$ cat src/sv/idv_pkg.sv
package idv_pkg;

	// Number of digits in a well-formed ID number.
	localparam int unsigned ID_DIGITS = 12;

	// Result status codes.
	localparam logic [2:0] STATUS_OK        = 3'd0;
	localparam logic [2:0] STATUS_BAD_CHAR  = 3'd1;
	localparam logic [2:0] STATUS_BAD_LEN   = 3'd2;
	localparam logic [2:0] STATUS_BAD_LEAD  = 3'd3;
	localparam logic [2:0] STATUS_BAD_CHECK = 3'd4;

	// Character codes that need special handling.
	localparam logic [7:0] CHAR_ZERO   = 8'h30;
	localparam logic [7:0] CHAR_NINE   = 8'h39;
	localparam logic [7:0] CHAR_SPACE  = 8'h20;
	localparam logic [7:0] CHAR_TAB    = 8'h09;
	localparam logic [7:0] CHAR_CR     = 8'h0d;
	localparam logic [7:0] CHAR_HYPHEN = 8'h2d;

	// One input transaction: a character of the string.
	typedef struct packed {
		logic       has_char;
		logic [7:0] char_code;
		logic       is_last;
	} item_t;

	// One output transaction: the verdict for a whole string.
	typedef struct packed {
		logic [2:0] status;
		logic [7:0] bad_char;
		logic [7:0] digit_count;
	} result_t;

	// Class of one character, from the decoder to the accumulator.
	typedef struct packed {
		logic       is_digit;
		logic       is_bad;
		logic [3:0] digit;
	} char_class_t;

	// Multiplication table of the dihedral group D5.
	localparam logic [3:0] GRP_MUL [10][10] = '{
		'{4'd0, 4'd1, 4'd2, 4'd3, 4'd4, 4'd5, 4'd6, 4'd7, 4'd8, 4'd9},
		'{4'd1, 4'd2, 4'd3, 4'd4, 4'd0, 4'd6, 4'd7, 4'd8, 4'd9, 4'd5},
		'{4'd2, 4'd3, 4'd4, 4'd0, 4'd1, 4'd7, 4'd8, 4'd9, 4'd5, 4'd6},
		'{4'd3, 4'd4, 4'd0, 4'd1, 4'd2, 4'd8, 4'd9, 4'd5, 4'd6, 4'd7},
		'{4'd4, 4'd0, 4'd1, 4'd2, 4'd3, 4'd9, 4'd5, 4'd6, 4'd7, 4'd8},
		'{4'd5, 4'd9, 4'd8, 4'd7, 4'd6, 4'd0, 4'd4, 4'd3, 4'd2, 4'd1},
		'{4'd6, 4'd5, 4'd9, 4'd8, 4'd7, 4'd1, 4'd0, 4'd4, 4'd3, 4'd2},
		'{4'd7, 4'd6, 4'd5, 4'd9, 4'd8, 4'd2, 4'd1, 4'd0, 4'd4, 4'd3},
		'{4'd8, 4'd7, 4'd6, 4'd5, 4'd9, 4'd3, 4'd2, 4'd1, 4'd0, 4'd4},
		'{4'd9, 4'd8, 4'd7, 4'd6, 4'd5, 4'd4, 4'd3, 4'd2, 4'd1, 4'd0}
	};

	// Position permutations; row r is the base permutation applied r times.
	localparam logic [3:0] GRP_PERM [8][10] = '{
		'{4'd0, 4'd1, 4'd2, 4'd3, 4'd4, 4'd5, 4'd6, 4'd7, 4'd8, 4'd9},
		'{4'd1, 4'd5, 4'd7, 4'd6, 4'd2, 4'd8, 4'd3, 4'd0, 4'd9, 4'd4},
		'{4'd5, 4'd8, 4'd0, 4'd3, 4'd7, 4'd9, 4'd6, 4'd1, 4'd4, 4'd2},
		'{4'd8, 4'd9, 4'd1, 4'd6, 4'd0, 4'd4, 4'd3, 4'd5, 4'd2, 4'd7},
		'{4'd9, 4'd4, 4'd5, 4'd3, 4'd1, 4'd2, 4'd6, 4'd8, 4'd7, 4'd0},
		'{4'd4, 4'd2, 4'd8, 4'd6, 4'd5, 4'd7, 4'd3, 4'd9, 4'd0, 4'd1},
		'{4'd2, 4'd7, 4'd9, 4'd3, 4'd8, 4'd0, 4'd6, 4'd4, 4'd1, 4'd5},
		'{4'd7, 4'd0, 4'd4, 4'd6, 4'd9, 4'd1, 4'd3, 4'd2, 4'd5, 4'd8}
	};

endpackage

$ cat src/sv/idv_char_decode.sv
module idv_char_decode
	import idv_pkg::*;
(
	input  item_t       item,
	output char_class_t cls
);

	logic is_digit;
	logic is_skip;
	logic [7:0] offset;

	// Sort the character into digit, whitespace or hyphen, or bad.
	always_comb begin
		offset   = item.char_code - CHAR_ZERO;
		is_digit = (item.char_code >= CHAR_ZERO) && (item.char_code <= CHAR_NINE);
		is_skip  = (item.char_code == CHAR_SPACE) || (item.char_code == CHAR_HYPHEN) ||
			((item.char_code >= CHAR_TAB) && (item.char_code <= CHAR_CR));
		cls.is_digit = item.has_char && is_digit;
		cls.is_bad   = item.has_char && !is_digit && !is_skip;
		cls.digit    = offset[3:0];
	end

endmodule

$ cat src/sv/idv_accum.sv
module idv_accum
	import idv_pkg::*;
#(
	parameter int unsigned COUNT_MAX = 255
) (
	input  logic        clk,
	input  logic        arst_n,
	input  logic        take,
	input  item_t       item,
	input  char_class_t cls,
	output result_t     result
);

	localparam int unsigned CW = $clog2(COUNT_MAX + 1);

	logic [3:0]    accum_q;
	logic [CW-1:0] count_q;
	logic          bad_q;
	logic [7:0]    code_q;
	logic          lead_q;

	logic [3:0]    accum_upd;
	logic [CW-1:0] count_upd;
	logic          bad_upd;
	logic [7:0]    code_upd;
	logic          lead_upd;
	logic [2:0]    row;
	logic [3:0]    perm_val;

	// Fold the current character into the running state.
	always_comb begin
		row       = 3'(4'(ID_DIGITS - 1) - count_q[3:0]);
		perm_val  = GRP_PERM[row][cls.digit];
		accum_upd = accum_q;
		count_upd = count_q;
		bad_upd   = bad_q;
		code_upd  = code_q;
		lead_upd  = lead_q;
		if (cls.is_digit) begin
			if ((count_q == '0) && (cls.digit < 4'd2)) begin
				lead_upd = 1'b1;
			end
			if (count_q < CW'(ID_DIGITS)) begin
				accum_upd = GRP_MUL[perm_val][accum_q];
			end
			if (count_q < CW'(COUNT_MAX)) begin
				count_upd = count_q + 1'b1;
			end
		end else if (cls.is_bad && !bad_q) begin
			bad_upd  = 1'b1;
			code_upd = item.char_code;
		end
	end

	// Verdict for the string, in order of precedence.
	always_comb begin
		if (bad_upd) begin
			result.status = STATUS_BAD_CHAR;
		end else if (count_upd != CW'(ID_DIGITS)) begin
			result.status = STATUS_BAD_LEN;
		end else if (lead_upd) begin
			result.status = STATUS_BAD_LEAD;
		end else if (accum_upd != 4'd0) begin
			result.status = STATUS_BAD_CHECK;
		end else begin
			result.status = STATUS_OK;
		end
		result.bad_char    = bad_upd ? code_upd : 8'd0;
		result.digit_count = 8'(count_upd);
	end

	// State registers; the last item of a string clears them.
	always_ff @(posedge clk or negedge arst_n) begin
		if (!arst_n) begin
			accum_q <= '0;
			count_q <= '0;
			bad_q   <= 1'b0;
			code_q  <= '0;
			lead_q  <= 1'b0;
		end else if (take) begin
			if (item.is_last) begin
				accum_q <= '0;
				count_q <= '0;
				bad_q   <= 1'b0;
				code_q  <= '0;
				lead_q  <= 1'b0;
			end else begin
				accum_q <= accum_upd;
				count_q <= count_upd;
				bad_q   <= bad_upd;
				code_q  <= code_upd;
				lead_q  <= lead_upd;
			end
		end
	end

endmodule

$ cat src/sv/id_number_verhoeff_validator.sv
// ID number validator with a Verhoeff check digit.
//
// The item channel carries a string one character per transaction; the item
// flagged is_last closes the string. An item with has_char low carries no
// character but may still close the string. The result channel carries one
// verdict per string: status, the first bad character and the digit count.
//
// Timing: an item taken into the input register is folded into the running state
// when it moves on; for a last item the result register is loaded at the same
// time, and the result is shown from then on. Throughput: one item per cycle
// unless a last item waits on a stalled result, set by the single accumulator
// update (two table lookups) between input register and state registers.
//
// Reset clears all string state and both pipeline stages; the block takes a
// new string right away. When the receiver stalls a shown result, the block
// keeps taking characters of the next string; only a second last item waits
// in the input register, and item_stall is raised until the result is gone.
module id_number_verhoeff_validator
	import idv_pkg::*;
#(
	parameter int unsigned COUNT_MAX = 255
) (
	input  logic    clk,
	input  logic    arst_n,
	input  logic    item_valid,
	output logic    item_stall,
	input  item_t   item,
	output logic    result_valid,
	input  logic    result_stall,
	output result_t result
);

	logic        valid_s1;
	item_t       item_s1;
	logic        advance;
	logic        take;
	char_class_t cls;
	result_t     verdict;

	// A last item moves on only when the result register has room.
	assign advance    = !item_s1.is_last || !result_valid || !result_stall;
	assign take       = valid_s1 && advance;
	assign item_stall = valid_s1 && !advance;

	// Input register.
	always_ff @(posedge clk or negedge arst_n) begin
		if (!arst_n) begin
			valid_s1 <= 1'b0;
		end else if (!item_stall) begin
			valid_s1 <= item_valid;
		end
	end

	always_ff @(posedge clk) begin
		if (item_valid && !item_stall) begin
			item_s1 <= item;
		end
	end

	idv_char_decode u_decode (
		.item (item_s1),
		.cls  (cls)
	);

	idv_accum #(
		.COUNT_MAX (COUNT_MAX)
	) u_accum (
		.clk    (clk),
		.arst_n (arst_n),
		.take   (take),
		.item   (item_s1),
		.cls    (cls),
		.result (verdict)
	);

	// Result register.
	always_ff @(posedge clk or negedge arst_n) begin
		if (!arst_n) begin
			result_valid <= 1'b0;
		end else if (!result_valid || !result_stall) begin
			result_valid <= take && item_s1.is_last;
		end
	end

	always_ff @(posedge clk) begin
		if (take && item_s1.is_last) begin
			result <= verdict;
		end
	end

	// A new result appears only after a last item was folded in.
	a_result_from_last: assert property (@(posedge clk) disable iff (!arst_n)
		$rose(result_valid) |-> $past(take && item_s1.is_last))
		else $error("result shown without a closing item");

	// The input side waits only behind a stalled result.
	a_stall_cause: assert property (@(posedge clk) disable iff (!arst_n)
		item_stall |-> (valid_s1 && item_s1.is_last && result_valid && result_stall))
		else $error("item stalled without a blocked result");

	// A passing verdict always covers exactly twelve digits and no bad character.
	a_ok_shape: assert property (@(posedge clk) disable iff (!arst_n)
		(result_valid && (result.status == STATUS_OK)) |->
		((result.digit_count == 8'd12) && (result.bad_char == 8'd0)))
		else $error("passing verdict with wrong digit count or bad character");

endmodule
$ cat config.mk
export PLATFORM = sky130hd
export DESIGN_NAME = id_number_verhoeff_validator
export DESIGN_NICKNAME = d
export VERILOG_FILES = /design/src/sv/idv_pkg.sv /design/src/sv/idv_char_decode.sv /design/src/sv/idv_accum.sv /design/src/sv/id_number_verhoeff_validator.sv
export SDC_FILE = /design/constraint.sdc
export NUM_CORES = 1
export LEC_CHECK = 0
export BUFFER_PORTS_ARGS = -buffer_cell sky130_fd_sc_hd__buf_2
export CORE_MARGIN = 4
export CORE_UTILIZATION = 60
export DETAILED_ROUTE_END_ITERATION = 7
export GPL_ROUTABILITY_DRIVEN = 0
export PLACE_DENSITY_LB_ADDON = 0.2
export RECOVER_POWER = 100
export SYNTH_ARGS = -nofsm -noshare
export SYNTH_HDL_FRONTEND = slang
export SYNTH_HIERARCHICAL = 1
export SYNTH_SLANG_ARGS = --single-unit
$ cat constraint.sdc
create_clock -name clk -period 4.6 [get_ports clk]
set_input_delay 0 -clock clk [delete_from_list [all_inputs] [get_ports clk]]
set_output_delay 0 -clock clk [all_outputs]
set_load 0.02 [all_outputs]
## Word-level counts from Yosys, hierarchy flattened

Memories as Yosys holds them, arrays and structs flattened.
Index checks and enable logic that the tools add are counted.

- Equal/unequal tests: 3
- Bitwise operators: 4
- Shift-type cells: 0
- Magnitude comparators: 11
- $add $sub $neg: 3
- Div/mod/pow operators: 0
- $mul: 0
- Muxes and demuxes: 28
- Reductions and logical operators: 27

Operators with widths:

| kind | count |
|---|---|
| two-way mux 40 bit | 4 |
| two-way mux 8 bit | 6 |
| binary-select mux 4 bit (select 4 bit) | 2 |
| two-way mux 4 bit | 7 |
| == test 8 x 6 -> 1 bit, second input constant | 2 |
| greater-or-equal comparator 5 bit, second input constant | 3 |
| NOT 4 -> 5 bit | 3 |
| logical AND 1 bit | 11 |
| adder 8 x 1 -> 8 bit, second input constant | 1 |
| greater-or-equal comparator 8 x 4 -> 1 bit, second input constant | 1 |
| greater-or-equal comparator 8 x 6 -> 1 bit, second input constant | 1 |
| less-or-equal comparator 8 x 4 -> 1 bit, second input constant | 1 |
| less-or-equal comparator 8 x 6 -> 1 bit, second input constant | 1 |
| zero test 1 bit | 8 |
| zero test 8 bit | 1 |
| less-than comparator 8 x 4 -> 1 bit, second input constant | 1 |
| less-than comparator 8 bit, second input constant | 1 |
| != test 8 x 4 -> 1 bit, second input constant | 1 |
| two-way mux 1 bit | 6 |
| logical OR 1 bit | 5 |
| greater-or-equal comparator 4 bit, second input constant | 1 |
| less-than comparator 4 x 2 -> 1 bit, second input constant | 1 |
| two-way mux 2 bit | 2 |
| NOT 3 -> 4 bit | 1 |
| 5 further kinds | 5 |

- Bits in writable memories: 0
- Latch bits: 0
- Memories: 2
- Memory bits (read-only): 960
- Register bits after elaboration: 53
- Output and inout bits: 21

Memory list:

| memory | depth | width | rd ports | clocked after memory_dff | wr ports | RTL line | text |
|---|---|---|---|---|---|---|---|
| (name not given) | 16 | 40 | 1 | 0 | 0 | idv_accum.sv:44 | `accum_upd = GRP_MUL[perm_val][accum_q];` |
| (name not given) | 8 | 40 | 1 | 0 | 0 | idv_accum.sv:33 | `perm_val = GRP_PERM[row][cls.digit];` |

## Longest topological paths before layout

- Depth after elaboration: 21
- Mapped depth: 19
- Depth with buffers taken out: 16

## Modules after synthesis

Netlist, hierarchy kept.

By module, submodules not included:

| module | area an instance (µm²) | sequential area each (µm²) | times used | cells each |
|---|---|---|---|---|
| idv_accum | 2765.2 | 550.5 | 1 | 359 |
| id_number_verhoeff_validator | 975.9 | 920.9 | 1 | 41 |
| idv_char_decode | 110.1 | 0.0 | 1 | 17 |

## Worst setup path before layout

No wires, ideal clock.

- Path kind: reg-to-reg
- From: reg u_accum.count_q[0]
- To: reg result[18] in the netlist's numbering (data pin)
- Setup slack: 0.932 ns
- Library setup time: 0.270 ns
- Cell stages (with the launch flop): 18
- Data required time: 4.330 ns
- Data arrival time: 3.398 ns
- Cell sequence: dfrtp_1 -> clkbuf_1 -> inv_1 -> ha_1 -> buf_6 -> or3b_1 -> and3_1 -> o311ai_1 -> and3_1 -> buf_6 -> inv_6 -> ha_1 -> nor3_1 -> mux2i_1 -> a311oi_1 -> a221oi_2 -> nor3_1 -> a31oi_1

- Word-level cells in the longest chain between the ends: 19
- Elaborated cells between the ends (all ways): 30

Ends and longest elaborated chain:

| element | RTL line | text |
|---|---|---|
| start, declared | idv_accum.sv:17 | `logic [CW-1:0] count_q;` |
| start signal, assigned | idv_accum.sv:89 | `count_q <= count_upd;` |
| subtractor 2 x 3 -> 3 bit | idv_accum.sv:32 | `row = 3'(4'(ID_DIGITS - 1) - count_q[3:0]);` |
| NOT 3 -> 4 bit (implied by the code) | idv_accum.sv:33 |  |
| memory read (8 x 40 bit) | -- |  |
| two-way mux 40 bit (implied by the code) (2 in series) | idv_accum.sv:33 |  |
| binary-select mux 4 bit (select 4 bit) | idv_accum.sv:33 |  |
| two-way mux 4 bit (implied by the code) (2 in series) | idv_accum.sv:33 |  |
| NOT 4 -> 5 bit (implied by the code) | idv_accum.sv:44 |  |
| memory read (16 x 40 bit) | -- |  |
| two-way mux 40 bit (implied by the code) (2 in series) | idv_accum.sv:44 |  |
| binary-select mux 4 bit (select 4 bit) | idv_accum.sv:44 |  |
| two-way mux 4 bit (implied by the code) (2 in series) | idv_accum.sv:44 |  |
| two-way mux 4 bit | idv_accum.sv:43 | `if (count_q < CW'(ID_DIGITS)) begin` |
| two-way mux 4 bit | idv_accum.sv:39 | `if (cls.is_digit) begin` |
| nonzero test 4 bit | idv_accum.sv:63 | `end else if (accum_upd != 4'd0) begin` |
| two-way mux 3 bit | idv_accum.sv:63 |  |
| end signal, assigned | id_number_verhoeff_validator.sv:87 | `result <= verdict;` |
| end, declared | id_number_verhoeff_validator.sv:30 | `output result_t result` |

Several ways; a longest one is shown, not always the timed one. The select of a mux whose other input is x is not followed.
A chain may end at the register's enable or synchronous reset.

## Worst setup path after layout

Same ends and word-level chain as after synthesis.

==> flow_metrics.py <==
metrics = {
    "status": {
        "status": "complete, but fails checks",
        "violations": "capacitance limit, slew limit",
    },
    "global_routing": {
        "grt_usage_pct": 26.4,
        "grt_max_degree": 26,
        "first_global_vias": 3159,
        "antenna_found_initial": 0,
        "grt_pass1_wl_mm": 16.2,
        "overflow": 0,
    },
    "clock_network": {
        "clk_pin_slew_ns": 0.10,
        "hold_buffers": 13,
        "cts-root-buf": "clkbuf_8",
        "cts_tree": "built",
        "clk_latency_ns": 0.31,
        "cts_resized": 0,
        "cts-htree-levels": 2,
        "clock-sinks": 53,
        "post-cts-setup-buffers": 0,
        "numCtsBuffers": 5,
        "clock_tree.buffer_depth": 2,
    },
    "hold_path": {
        "hp-start": "item[4]",
        "hold_path_class": "primary input to register",
        "min_path_cells": 2,
        "hold_end": "item_s1[4]$_DFFE_PP_",
    },
    "routing": {
        "viasPerCell": 6.88,
        "drc": 0,
        "wl_per_cell_um": 19.2,
        "drt_pass1_iterations": 6,
        "vias": 3582,
        "ant_nets": 0,
        "drtIter0Drc": 398,
        "wl_mm": 10.0,
    },
    "cells_and_area": {
        "layout_common_cells": "nand2_1, edfxtp_1, nor2_1",
        "n_antenna_cell": 0,
        "layout_commonest_cell": "nand2_1",
        "post_layout_nonfiller_instances": 521,
        "layout-drive-gt1-share_pct": 8.52,
        "area_growth_pct": 8.28,
        "fin_nets": 472,
    },
    "timing": {
        "worst_pin_slew_ns": 1.87,
        "timing.final.hold_violations": 0,
        "fmax_ghz": 0.234,
        "slew_headroom_pct": -24.5,
        "min_period_over_period_pct": 92.8,
        "setup_viol": 0,
        "finalHoldWorstSlack_ns": 0.399,
        "rsz0062_at_grt": "no",
        "fin_tns_setup_ns": 0,
        "slew_violations": 20,
        "finalCriticalPeriod_ns": 4.27,
        "clock-skew-final_ns": 0.0114,
    },
    "yosys": {
        "ys_ff_latch": 53,
        "syn_avg_cell_area_um2": 9.24,
        "async_flop_share_pct": 45.3,
        "ys_seq_area_share_pct": 38.2,
        "syn_area_um2": 3850,
        "synth_cell_types": 77,
        "yosys_warnings": 6,
        "synth_edf_count": 29,
        "synth_cells": 417,
        "synth-main-ff-cell": "edfxtp_1",
        "syn_nets": 444,
    },
    "worst_setup_path": {
        "crit_chain": "inv_1 -> ha_1 -> or3b_1 -> and3_1 -> o311ai_1 -> and3_1 -> ha_1 -> inv_1 -> mux2i_1 -> a221oi_1 -> a32oi_1 -> nor3_1 -> a31oi_1",
        "cp_top_family": "simple AND/OR/NAND/NOR gates",
        "worst-setup-path-type": "register to register",
        "worstPathArrival_ns": 4.32,
        "critPathLaunchType": "register",
        "endpoint_kind": "register",
        "worstReg2RegEnd": "result[18]$_DFFE_PP_",
        "cp.buffers_inverters": 2,
        "rrSetupSlack_ns": 0.33,
        "r2r_start": "u_accum/count_q[0]$_DFFE_PN0P_",
        "critPathLaunch": "u_accum/count_q[0]$_DFFE_PN0P_",
        "critPathMaxFanout": 13,
        "critPathMaxStageDelay_ns": 0.59,
        "cp_slowest_cell": "dfrtp_1",
        "cp.required_ns": 4.64,
        "r2r_cells": 13,
    },
    "floorplan": {
        "core-area_um2": 6060,
        "die_y_um": 88.1,
        "die_x_um": 88.1,
        "design.portCount": 35,
        "rows": 28,
        "start_util_pct": 63.5,
        "die_area_um2": 7760,
    },
    "run": {
        "drv_cap": 1,
    },
    "place": {
        "place_hpwl_mm": 6.59,
        "portBuffers": 34,
        "placed_cells": 500,
    },
    "power_and_ir_drop": {
        "leakage_nw": 1.59,
        "irDropWorstVdd_mv": 0.284,
        "power_density_nw_per_um2": 280,
    },
}
==> flip-flops by register name (all words and copies together), names as in the netlist <==
| register | count |
|---|---|
| u_accum/code_q | 8 |
| result_valid | 1 |
| u_accum/lead_q | 1 |
| item_s1 | 10 |
| u_accum/accum_q | 4 |
| u_accum/count_q | 8 |
| result | 19 |
| u_accum/bad_q | 1 |
| valid_s1 | 1 |
==> cell usage after synthesis (all sizes together), types with 3 or more instances <==
cell	count	area, um^2
nor2	28	105
a41oi	3	26.3
o22ai	9	56.3
dfrtp	24	601
o211ai	4	30.0
nor4	7	43.8
and2	4	25.0
mux2i	4	40.0
a211oi	5	50.1
nand2b	8	50.1
edfxtp	29	871
o21ai	18	101
and3	4	25.0
o31ai	4	35.0
o311ai	9	78.8
or4	3	22.5
inv	27	106
clkbuf	11	41.3
a22o	15	131
xnor2	5	43.8
nand2	33	124
o311a	5	50.1
nand4	6	43.8
a2111oi	3	32.5
a31oi	7	50.1
a21oi	18	90.1
nor3	14	70.1
nand3b	5	37.5
buf	21	160
ha	13	163
nor2b	12	75.1
nand3	20	100
==> per-layer routing <==
layer | wire, um | up-vias | global-route usage [%] | part of all wire (%)
met2 | 4930 | 222 | 42.5 | 49
met3 | 912 | 20 | 3.86 | 9.1
met4 | 136 | 0 | 5.77 | 1.4
met5 | 0 | - | 0 | 0
met1 | 4020 | 1696 | 38.2 | 40
li1 | - | 1644 | - | -
==> stage by stage <==
stage	cell area (um^2)	util (%)	worst slack [ns]	total power, mW
2_1_floorplan	3850	-	0.932	0.742
3_3_place_gp	3960	65.4	0.529	0.792
3_5_place_dp	3960	65.4	0.445	0.797
4_1_cts	4230	69.7	0.435	1.17
5_1_grt	4170	68.8	0.0518	1.22
6_report	4170	68.8	0.329	1.17
==> kinds of logic (layout without fill, tap and decap cells) <==
| family | after synthesis | after routing | share of synthesized area (%) |
|---|---|---|---|
| DFF | 53 | 53 | 38.2 |
| AOI/OAI and AO/OA | 126 | 126 | 25.7 |
| and+or+nand+nor | 154 | 154 | 21.0 |
| muxes | 6 | 6 | 1.62 |
| buffers and inverters | 60 | 89 | 8.12 |
| adders and majority gates | 13 | 13 | 4.22 |
| xor gates and xnor gates | 5 | 5 | 1.14 |
==> power breakdown <==
part | internal, mW | leakage, nW | total (mW) | switching [mW]
clock | 0.216 | 0.0681 | 0.369 | 0.153
sequential | 0.533 | 0.605 | 0.565 | 0.0327
combinational | 0.0881 | 0.920 | 0.233 | 0.145
==> how the worst max path moves through the flow <==
| stage | end | cells after the start |
|---|---|---|
| 3_3_place_gp | result[18]$_DFFE_PP_ | 13 |
| 3_5_place_dp | result[18]$_DFFE_PP_ | 14 |
| 5_1_grt | result[18]$_DFFE_PP_ | 14 |
| 6_report | result[18]$_DFFE_PP_ | 13 |
| 2_1_floorplan | result[18]$_DFFE_PP_ | 17 |
| 4_1_cts | result[18]$_DFFE_PP_ | 14 |
==> final cells by class <==
| type | instances | area (um^2) |
|---|---|---|
| Fill cell | 459 | 1890 |
| Clock buffer | 5 | 68.8 |
| Inverter | 28 | 111 |
| Timing Repair Buffer | 53 | 312 |
| Tap cell | 75 | 93.8 |
| Multi-Input combinational cell | 304 | 2050 |
| Sequential cell | 53 | 1470 |
| Clock inverter | 3 | 65.1 |
Note: power is estimated with default switching activity, not from simulation.
